**config.mk**
```make
export PLATFORM = sky130hd
export DESIGN_NAME = software_timer_bank
export DESIGN_NICKNAME = d
export VERILOG_FILES = /design/src/hw/rtl/stb_pkg.sv /design/src/hw/rtl/stb_cell.sv /design/src/hw/rtl/software_timer_bank.sv
export SDC_FILE = /design/constraint.sdc
export NUM_CORES = 2
export LEC_CHECK = 0
export BUFFER_PORTS_ARGS = -buffer_cell sky130_fd_sc_hd__buf_2
export CORE_AREA = 3 3 425 427
export DETAILED_ROUTE_END_ITERATION = 6
export DIE_AREA = 0 0 428 430
export GPL_TIMING_DRIVEN = 0
export PLACE_DENSITY = 0.5
export SYNTH_ARGS = -nofsm -noshare
export SYNTH_HDL_FRONTEND = slang
export SYNTH_HIERARCHICAL = 1
export SYNTH_SLANG_ARGS = --single-unit
```
**constraint.sdc**
```tcl
create_clock -name i_clk -period 5.5 [get_ports i_clk]
set_input_delay 0.275 -clock i_clk [delete_from_list [all_inputs] [get_ports i_clk]]
set_output_delay 0.275 -clock i_clk [all_outputs]
set_load 0.1 [all_outputs]
```
**src/hw/rtl/stb_pkg.sv**
```systemverilog
// ----------------------------------------------------------------------------
// stb_pkg
// Shared types and codes for the timer bank.
// ----------------------------------------------------------------------------
package stb_pkg;
    typedef enum logic [2:0] {
        OP_TICK = 3'd0, OP_CREATE = 3'd1, OP_DELETE = 3'd2, OP_START = 3'd3,
        OP_STOP = 3'd4, OP_RESET = 3'd5, OP_CHPER = 3'd6, OP_QUERY = 3'd7
    } t_op;

    localparam logic [1:0] ST_OK       = 2'd0;
    localparam logic [1:0] ST_INVALID  = 2'd1;
    localparam logic [1:0] ST_INACTIVE = 2'd2;
    localparam logic [1:0] ST_NOFREE   = 2'd3;

    localparam logic [1:0] RS_STOPPED = 2'd0;
    localparam logic [1:0] RS_RUNNING = 2'd1;
    localparam logic [1:0] RS_EXPIRED = 2'd2;

    localparam int MAX_REPORTS = 16;

    typedef enum logic [1:0] {S_IDLE, S_WALK, S_CLOSE} t_state;

    // one timer's stored state
    typedef struct packed {
        logic        active;
        logic        periodic;
        logic [1:0]  run;
        logic [31:0] period;
        logic [31:0] remain;
    } t_timer;
endpackage

```
**src/hw/rtl/stb_cell.sv**
```systemverilog
// ----------------------------------------------------------------------------
// stb_cell
// One timer of the ring; shifts to its neighbor when the ring rotates.
// ----------------------------------------------------------------------------
module stb_cell (
    input  logic            i_clk,
    input  logic            i_rst_n,
    input  logic            i_shift,
    input  stb_pkg::t_timer i_timer,
    output stb_pkg::t_timer o_timer
);
    import stb_pkg::*;
    t_timer r_timer;

    // the whole timer resets to zero; payload does not matter while inactive
    always_ff @(posedge i_clk) begin
        if (!i_rst_n) begin
            r_timer <= '0;
        end else if (i_shift) begin
            r_timer <= i_timer;
        end
    end
    assign o_timer = r_timer;
endmodule

```
**src/hw/rtl/software_timer_bank.sv**
```systemverilog
// ----------------------------------------------------------------------------
// software_timer_bank
// Bank of countdown timers held in a rotating ring of cells.
// ----------------------------------------------------------------------------
// Timers sit in a ring of NUM_TIMERS cells, and every item turns the ring once
// completely, one timer per cycle past the head cell's update logic, so each
// turn starts at timer 0: create takes the lowest free slot and a tick reports
// expirations in slot order. Each item walks the whole ring, then takes a
// closing step that loads the final result and returns to idle; the next
// item is accepted only in idle. A command's single result is the one loaded
// in the closing step. A tick loads each expiration result into the output
// register as its timer passes the head, then a closing result with last set.
// The walk and the closing step pause while a result waits on a stalled output.
// tick_enable sits at register address 0.
module software_timer_bank #(
    parameter int NUM_TIMERS = 16
) (
    input  logic        i_clk,
    input  logic        i_rst_n,
    input  logic        i_valid,
    output logic        o_stall,
    input  logic [2:0]  i_op,
    input  logic [3:0]  i_slot,
    input  logic [31:0] i_period,
    input  logic        i_periodic,
    output logic        o_valid,
    input  logic        i_stall,
    output logic [1:0]  o_status,
    output logic [3:0]  o_slot_out,
    output logic        o_expired,
    output logic [1:0]  o_run_state,
    output logic [31:0] o_remaining,
    output logic [31:0] o_tick_count,
    output logic [31:0] o_expiration_count,
    output logic        o_last,
    input  logic        psel,
    input  logic        penable,
    input  logic        pwrite,
    input  logic        paddr,
    input  logic [31:0] pwdata,
    output logic [31:0] prdata,
    output logic        pready
);
    import stb_pkg::*;
    localparam int IW = (NUM_TIMERS > 1) ? $clog2(NUM_TIMERS) : 1;
    localparam int CW = $clog2(NUM_TIMERS + 1);

    // configuration
    logic r_tick_en;
    assign pready = 1'b1;
    assign prdata = (paddr == 1'b0) ? {31'd0, r_tick_en} : 32'd0;
    always_ff @(posedge i_clk) begin
        if (!i_rst_n) r_tick_en <= 1'b0;
        else if (psel && penable && pwrite && paddr == 1'b0) r_tick_en <= pwdata[0];
    end

    // ring: cell k holds timer (r_base + k) mod NUM_TIMERS
    t_timer c_q [NUM_TIMERS];
    t_timer head_new;
    logic   shift;
    logic [IW-1:0] r_base;
    genvar g;
    generate
        for (g = 0; g < NUM_TIMERS; g++) begin : g_cell
            t_timer din;
            if (g == NUM_TIMERS - 1) begin : g_tail
                assign din = head_new;
            end else begin : g_mid
                assign din = c_q[g+1];
            end
            stb_cell u_cell (.i_clk, .i_rst_n, .i_shift(shift), .i_timer(din),
                             .o_timer(c_q[g]));
        end
    endgenerate

    t_state r_state, n_state;
    t_op    r_op;
    logic [3:0]  r_slot;
    logic [31:0] r_period;
    logic        r_periodic;
    logic [CW-1:0] r_cnt, n_cnt;
    logic [4:0]  r_nrep, n_nrep;
    logic [31:0] r_ticks, n_ticks, r_exps, n_exps;
    logic [IW-1:0] n_base;
    logic          r_ovld, n_ovld;
    logic [1:0]  r_st, n_st;
    logic [3:0]  r_so, n_so;
    logic        r_ex, n_ex, r_ls, n_ls;
    logic [1:0]  r_rs, n_rs;
    logic [31:0] r_rm, n_rm;
    logic        r_pend, n_pend;

    t_timer h;
    assign h = c_q[0];
    logic out_free;
    assign out_free = !r_ovld || !i_stall;
    assign o_stall = (r_state != S_IDLE);

    always_ff @(posedge i_clk) begin
        if (!i_rst_n) begin
            r_state <= S_IDLE; r_base <= '0; r_ovld <= 1'b0;
            r_ticks <= '0; r_exps <= '0; r_cnt <= '0; r_nrep <= '0; r_pend <= 1'b0;
        end else begin
            r_state <= n_state; r_base <= n_base; r_ovld <= n_ovld;
            r_ticks <= n_ticks; r_exps <= n_exps; r_cnt <= n_cnt; r_nrep <= n_nrep;
            r_pend <= n_pend;
        end
    end
    always_ff @(posedge i_clk) begin
        r_st <= n_st; r_so <= n_so; r_ex <= n_ex; r_ls <= n_ls; r_rs <= n_rs; r_rm <= n_rm;
        if (i_valid && !o_stall) begin
            r_op <= t_op'(i_op); r_slot <= i_slot; r_period <= i_period;
            r_periodic <= i_periodic;
        end
    end

    // sequencer and head-cell update
    always_comb begin
        logic        tgt;
        t_timer      t;
        n_state = r_state; n_base = r_base; n_cnt = r_cnt; n_nrep = r_nrep;
        n_ticks = r_ticks; n_exps = r_exps; n_pend = r_pend;
        n_ovld = r_ovld && i_stall;
        n_st = r_st; n_so = r_so; n_ex = r_ex; n_ls = r_ls; n_rs = r_rs; n_rm = r_rm;
        shift = 1'b0; head_new = h; t = h;
        tgt = (32'(r_base) == 32'(r_slot));
        case (r_state)
            S_IDLE: begin
                if (i_valid) begin
                    n_state = S_WALK; n_cnt = '0; n_nrep = '0; n_pend = 1'b0;
                end
            end
            S_WALK: begin
                // rotate one timer per cycle past the head; hold while a result waits
                if (out_free) begin
                    shift = 1'b1;
                    n_base = (r_base == IW'(NUM_TIMERS - 1)) ? '0 : r_base + IW'(1);
                    n_cnt = r_cnt + CW'(1);
                    if (r_cnt == '0) begin
                        n_st = ST_OK; n_so = '0; n_ex = 1'b0; n_ls = 1'b1;
                        n_rs = RS_STOPPED; n_rm = '0;
                        if (r_op == OP_TICK && r_tick_en) n_ticks = r_ticks + 32'd1;
                    end
                    if (r_op == OP_TICK) begin
                        if (r_tick_en && h.active && h.run == RS_RUNNING && h.remain != 0) begin
                            t.remain = h.remain - 32'd1;
                            if (t.remain == 0) begin
                                n_exps = r_exps + 32'd1;
                                if (h.periodic) t.remain = h.period;
                                else t.run = RS_EXPIRED;
                                // expiration result goes straight to the output
                                if (r_nrep < 5'(MAX_REPORTS)) begin
                                    n_nrep = r_nrep + 5'd1; n_ovld = 1'b1;
                                    n_st = ST_OK; n_so = 4'(r_base); n_ex = 1'b1;
                                    n_ls = 1'b0; n_rs = RS_STOPPED; n_rm = '0;
                                end
                            end
                        end
                    end else if (r_op == OP_CREATE) begin
                        if (r_period == 0) begin
                            n_st = ST_INVALID; n_pend = 1'b1;
                        end else if (!r_pend && !h.active) begin
                            t.active = 1'b1; t.periodic = r_periodic; t.run = RS_STOPPED;
                            t.period = r_period; t.remain = r_period;
                            n_so = 4'(r_base); n_pend = 1'b1;
                        end else if (!r_pend && r_cnt == CW'(NUM_TIMERS - 1)) begin
                            n_st = ST_NOFREE;
                        end
                    end else if ({28'd0, r_slot} >= 32'(NUM_TIMERS) ||
                                 (r_op == OP_CHPER && r_period == 0)) begin
                        n_st = ST_INVALID; n_so = r_slot; n_pend = 1'b1;
                    end else if (tgt && !r_pend) begin
                        n_so = r_slot; n_pend = 1'b1;
                        if (!h.active) begin
                            n_st = ST_INACTIVE;
                        end else begin
                            case (r_op)
                                OP_DELETE: begin t.active = 1'b0; t.run = RS_STOPPED; end
                                OP_START, OP_RESET: begin
                                    t.run = RS_RUNNING; t.remain = h.period;
                                end
                                OP_STOP: t.run = RS_STOPPED;
                                OP_CHPER: begin
                                    t.period = r_period;
                                    if (h.run == RS_RUNNING) t.remain = r_period;
                                end
                                OP_QUERY: begin n_rs = h.run; n_rm = h.remain; end
                                default: ;
                            endcase
                        end
                    end
                    head_new = t;
                    if (r_cnt == CW'(NUM_TIMERS - 1)) n_state = S_CLOSE;
                end
            end
            S_CLOSE: begin
                if (out_free) begin
                    if (r_op == OP_TICK) begin
                        n_st = ST_OK; n_so = '0; n_ex = 1'b0; n_ls = 1'b1;
                        n_rs = RS_STOPPED; n_rm = '0;
                    end
                    n_ovld = 1'b1; n_state = S_IDLE;
                end
            end
            default: n_state = S_IDLE;
        endcase
    end

    assign o_valid = r_ovld;
    assign o_status = r_st;
    assign o_slot_out = r_so;
    assign o_expired = r_ex;
    assign o_run_state = r_rs;
    assign o_remaining = r_rm;
    assign o_tick_count = r_ticks;
    assign o_expiration_count = r_exps;
    assign o_last = r_ls;
endmodule

```
==> results.ini <==
[pwr]
peakVddDrop_mv = 0.2928
p_leak_nw = 21.92
pwr-share-seq_pct = 43.8
internal_power_mw = 15.60
netSwitchingPower_mw = 5.865
cellPowerDensity_nw_per_um2 = 345.9
comb_power_share_pct = 13.7
p_sw_share_pct = 27.33
clockPowerShare_pct = 42.4

[sta]
max_freq_mhz = 186.8
worstMarginPinSlew_ns = 1.377
fin_skew_ns = 0.04275
setup_viol = 0
tns_ns = 0
slew_headroom_pct = 7.472
post-route-period-util_pct = 97.33
maxSlewViolCount = 0
rsz0062_at_grt = false
whs_ns = 0.1995
hold_viol_final = 0
fin_crit_ns = 5.353
worst_slack_ns = 0.1466

[logic_synthesis]
yosys_warnings = 6
ys.flop_type = dfxtp_1
synth-edff-count = 82
yosysSeqAreaShare_pct = 48.78
synth_xor_xnor_area_share_pct = 0.7752
synth_fa_ha_area_share_pct = 0.3251
synthCells = 4886
syn_avg_cell_area_sq_um = 10.87
synthSimpleGateAreaFrac_pct = 17.81
syn_area_sq_um = 53100
synth_compound_area_share_pct = 4.696
synth_top_family_by_area = multiplexers
ys_types = 80
async_flop_share_pct = 0
synthMuxAreaShare_pct = 22.42
ys_seq_elements = 1253

[worst_setup_path]
crit_fanout = 10
worstReg2RegStart = g_cell[0].u_cell/o_timer[0]
worstPathRequired_ns = 6.02
cp_data_arrival_time_ns = 5.87
r2r_cells = 14
crit_start = g_cell[0].u_cell/o_timer[0]
crit_type = reg2reg
cp-start-kind = register
end_kind = register

[clock_tree]
cts_buffers = 140
path_clk_slew_ns = 0.06
cts-root-buf = clkbuf_16
cts.sinks = 1253
cts_tree = yes
htree_levels = 4
clk_latency_ns = 0.79
ctsLongestPathBuffers = 3
cts_setup_buffers = 0

[route]
drt_pre_antenna_iters = 6
viasPerCell = 4.570
routed_wl_microns = 146800
drcViolationCount = 0
via_count = 35260
wl_per_cell_microns = 19.03
final_antenna_net_count = 0
drt_first_iter_violations = 2303

[finish]
drive_gt1_share_pct = 11.64
synthToLayoutAreaGrowth_pct = 16.85
regArea_sq_um = 25900
filler_cell_count = 17790
postLayoutCoreUtil_pct = 35.16
multiInputGateArea_sq_um = 24630
stdcell_area_sq_um = 62050
fin_nets = 5355

[global_route]
gr-total-overflow = 0
grt_pass1_vias = 35100
antenna_found_initial = 6
grt_usage_pct = 15.61
grt_pass1_wl_microns = 222100
grt_start_max_net_pins = 49

[hold_path]
hold_path.class = in2reg
hold_depth = 2
hold_start = i_slot[2]

[floorplanning]
coreArea_sq_um = 176500
num_rows = 154
die_x_microns = 428
design.die.area_sq_um = 184000
die_h_microns = 430
initial_core_util_pct = 30.09
io_pins = 221

[status]
status = complete, no violations

[place]
dp_hpwl_microns = 107400
post_dp_cell_area_sq_um = 57010
post-place-ws_ns = -0.7461
gp_congestion = 0.9368
placement.io_buffers = 157

[run]
maxCapViolCount = 0

==> registers in the layout (all words and copies together) (netlist names), 3 cells and up <==
signal and flops:
r_cnt 5, r_op 3, r_nrep 5, g_cell.u_cell/o_timer 1088
o_slot_out 4, o_remaining 32, o_expiration_count 32, o_tick_count 32
r_base 4, r_period 32, r_slot 4
==> synth_stat cells, drive strengths merged, types with 10 or more instances <==
| master | number | area share [%] |
|---|---|---|
| edfxtp | 82 | 4.6 |
| nand2b | 28 | 0.33 |
| a31oi | 11 | 0.13 |
| a21oi | 77 | 0.73 |
| buf | 194 | 3.6 |
| and2 | 14 | 0.16 |
| xnor2 | 20 | 0.33 |
| nor3 | 32 | 0.33 |
| o211ai | 13 | 0.18 |
| mux2i | 1142 | 22 |
| a22o | 44 | 0.73 |
| and3 | 17 | 0.20 |
| inv | 26 | 0.18 |
| a22oi | 25 | 0.35 |
| nand2 | 138 | 0.98 |
| clkbuf | 192 | 1.4 |
| or4 | 10 | 0.16 |
| mux2 | 42 | 0.89 |
| ha | 13 | 0.31 |
| o21ai | 86 | 0.81 |
| dfxtp | 1171 | 44 |
| o31ai | 13 | 0.21 |
| nand3 | 58 | 0.55 |
| nor2 | 108 | 0.76 |
| nor2b | 1096 | 13 |
| or3 | 10 | 0.12 |
| nor4 | 37 | 0.47 |
| nand4 | 40 | 0.49 |
| xor2 | 27 | 0.45 |
==> worst paths after layout <==
path / end / slack [ns]
worst min-delay path: r_slot[2] / 0.20
worst min register to register: o_expiration_count[23] / 0.48
worst max register to register: o_remaining[16] / 0.15
worst max-delay path: o_remaining[16] / 0.15
==> metrics by stage <==
step | total power [mW] | instances
finish | 21.46 | 7715
global placement | 12.54 | 7413
CTS | 21.82 | 7709
global route | 22.30 | 7710
floorplan | 11.80 | 4916
detailed placement | 12.55 | 7416
==> cells by family after synthesis <==
family,count (synthesis)
simple gates,1610
flops,1253
mux,1184
buf+inv,413
compound gates,363
xor+xnor,47
fa+ha+maj,14
other cells,2
==> placed cells by master (no fill, tap or decap), drive strengths merged, types with 11 or more instances in the layout <==
cell,instances
dfxtp,1171
mux2i,1142
nor2b,1096
clkbuf,399
buf,354
nand2,138
nor2,108
o21ai,86
edfxtp,82
a21oi,77
nand3,58
a22o,44
dlygate4sd3,44
mux2,42
nand4,40
nor4,37
inv,37
conb,32
nor3,32
clkinv,31
nand2b,28
xor2,27
a22oi,25
xnor2,20
and3,17
and2,14
o211ai,13
ha,13
o31ai,13
a31oi,11
==> layout make-up <==
| class | instances | share of cell area [%] |
|---|---|---|
| multi-input combinational | 3250 | 39.70 |
| clock inverter | 42 | 0.7965 |
| clock buffer | 207 | 6.495 |
| timing repair buffer | 204 | 2.089 |
| sequential | 1253 | 41.75 |
| inverter | 27 | 0.1633 |
| antenna | 6 | 0.02420 |
| buffer | 386 | 4.271 |
| tap | 2340 | 4.718 |
==> critical path, cell delays in order, from the launching register on <==
cell and delay [ns]:
dfxtp_1 0.45, clkbuf_1 0.32, inv_1 0.22, ha_1 0.34, or3b_2 0.47, clkbuf_1 0.25
or3_1 0.40, o31a_1 0.30, nor4_1 0.29, nand4_2 0.43, or4_1 0.61, buf_4 0.19
o2111a_2 0.37, buf_6 0.19, a22o_1 0.22
==> power groups by stage <==
stage	sequential, mW	clock, mW	combinational, mW
detailed placement	9.61	0	2.93
floorplan	9.79	0	2.01
global route	9.40	9.81	3.09
CTS	9.41	9.45	2.96
global placement	9.62	0	2.92
finish	9.40	9.11	2.95
==> layer usage <==
metal	track usage, %	vias to the layer above	wire length [microns]
met5	0	-	0
met4	5.998	0	4960
met3	3.146	263	7899
met2	25.43	923	67620
met1	20.32	16510	66360
li1	-	17570	-
==> timing repair <==
| item | CTS | global route |
|---|---|---|
| endpoints found under the hold margin | 64 | 0 |
| resized for setup | 3 | 6 |
| hold buffers | 44 | 0 |
| cloned | 0 | 0 |
| setup endpoints to repair | 41 | 57 |
| pin swaps | 0 | 2 |
(Power assumes the default switching activity.)
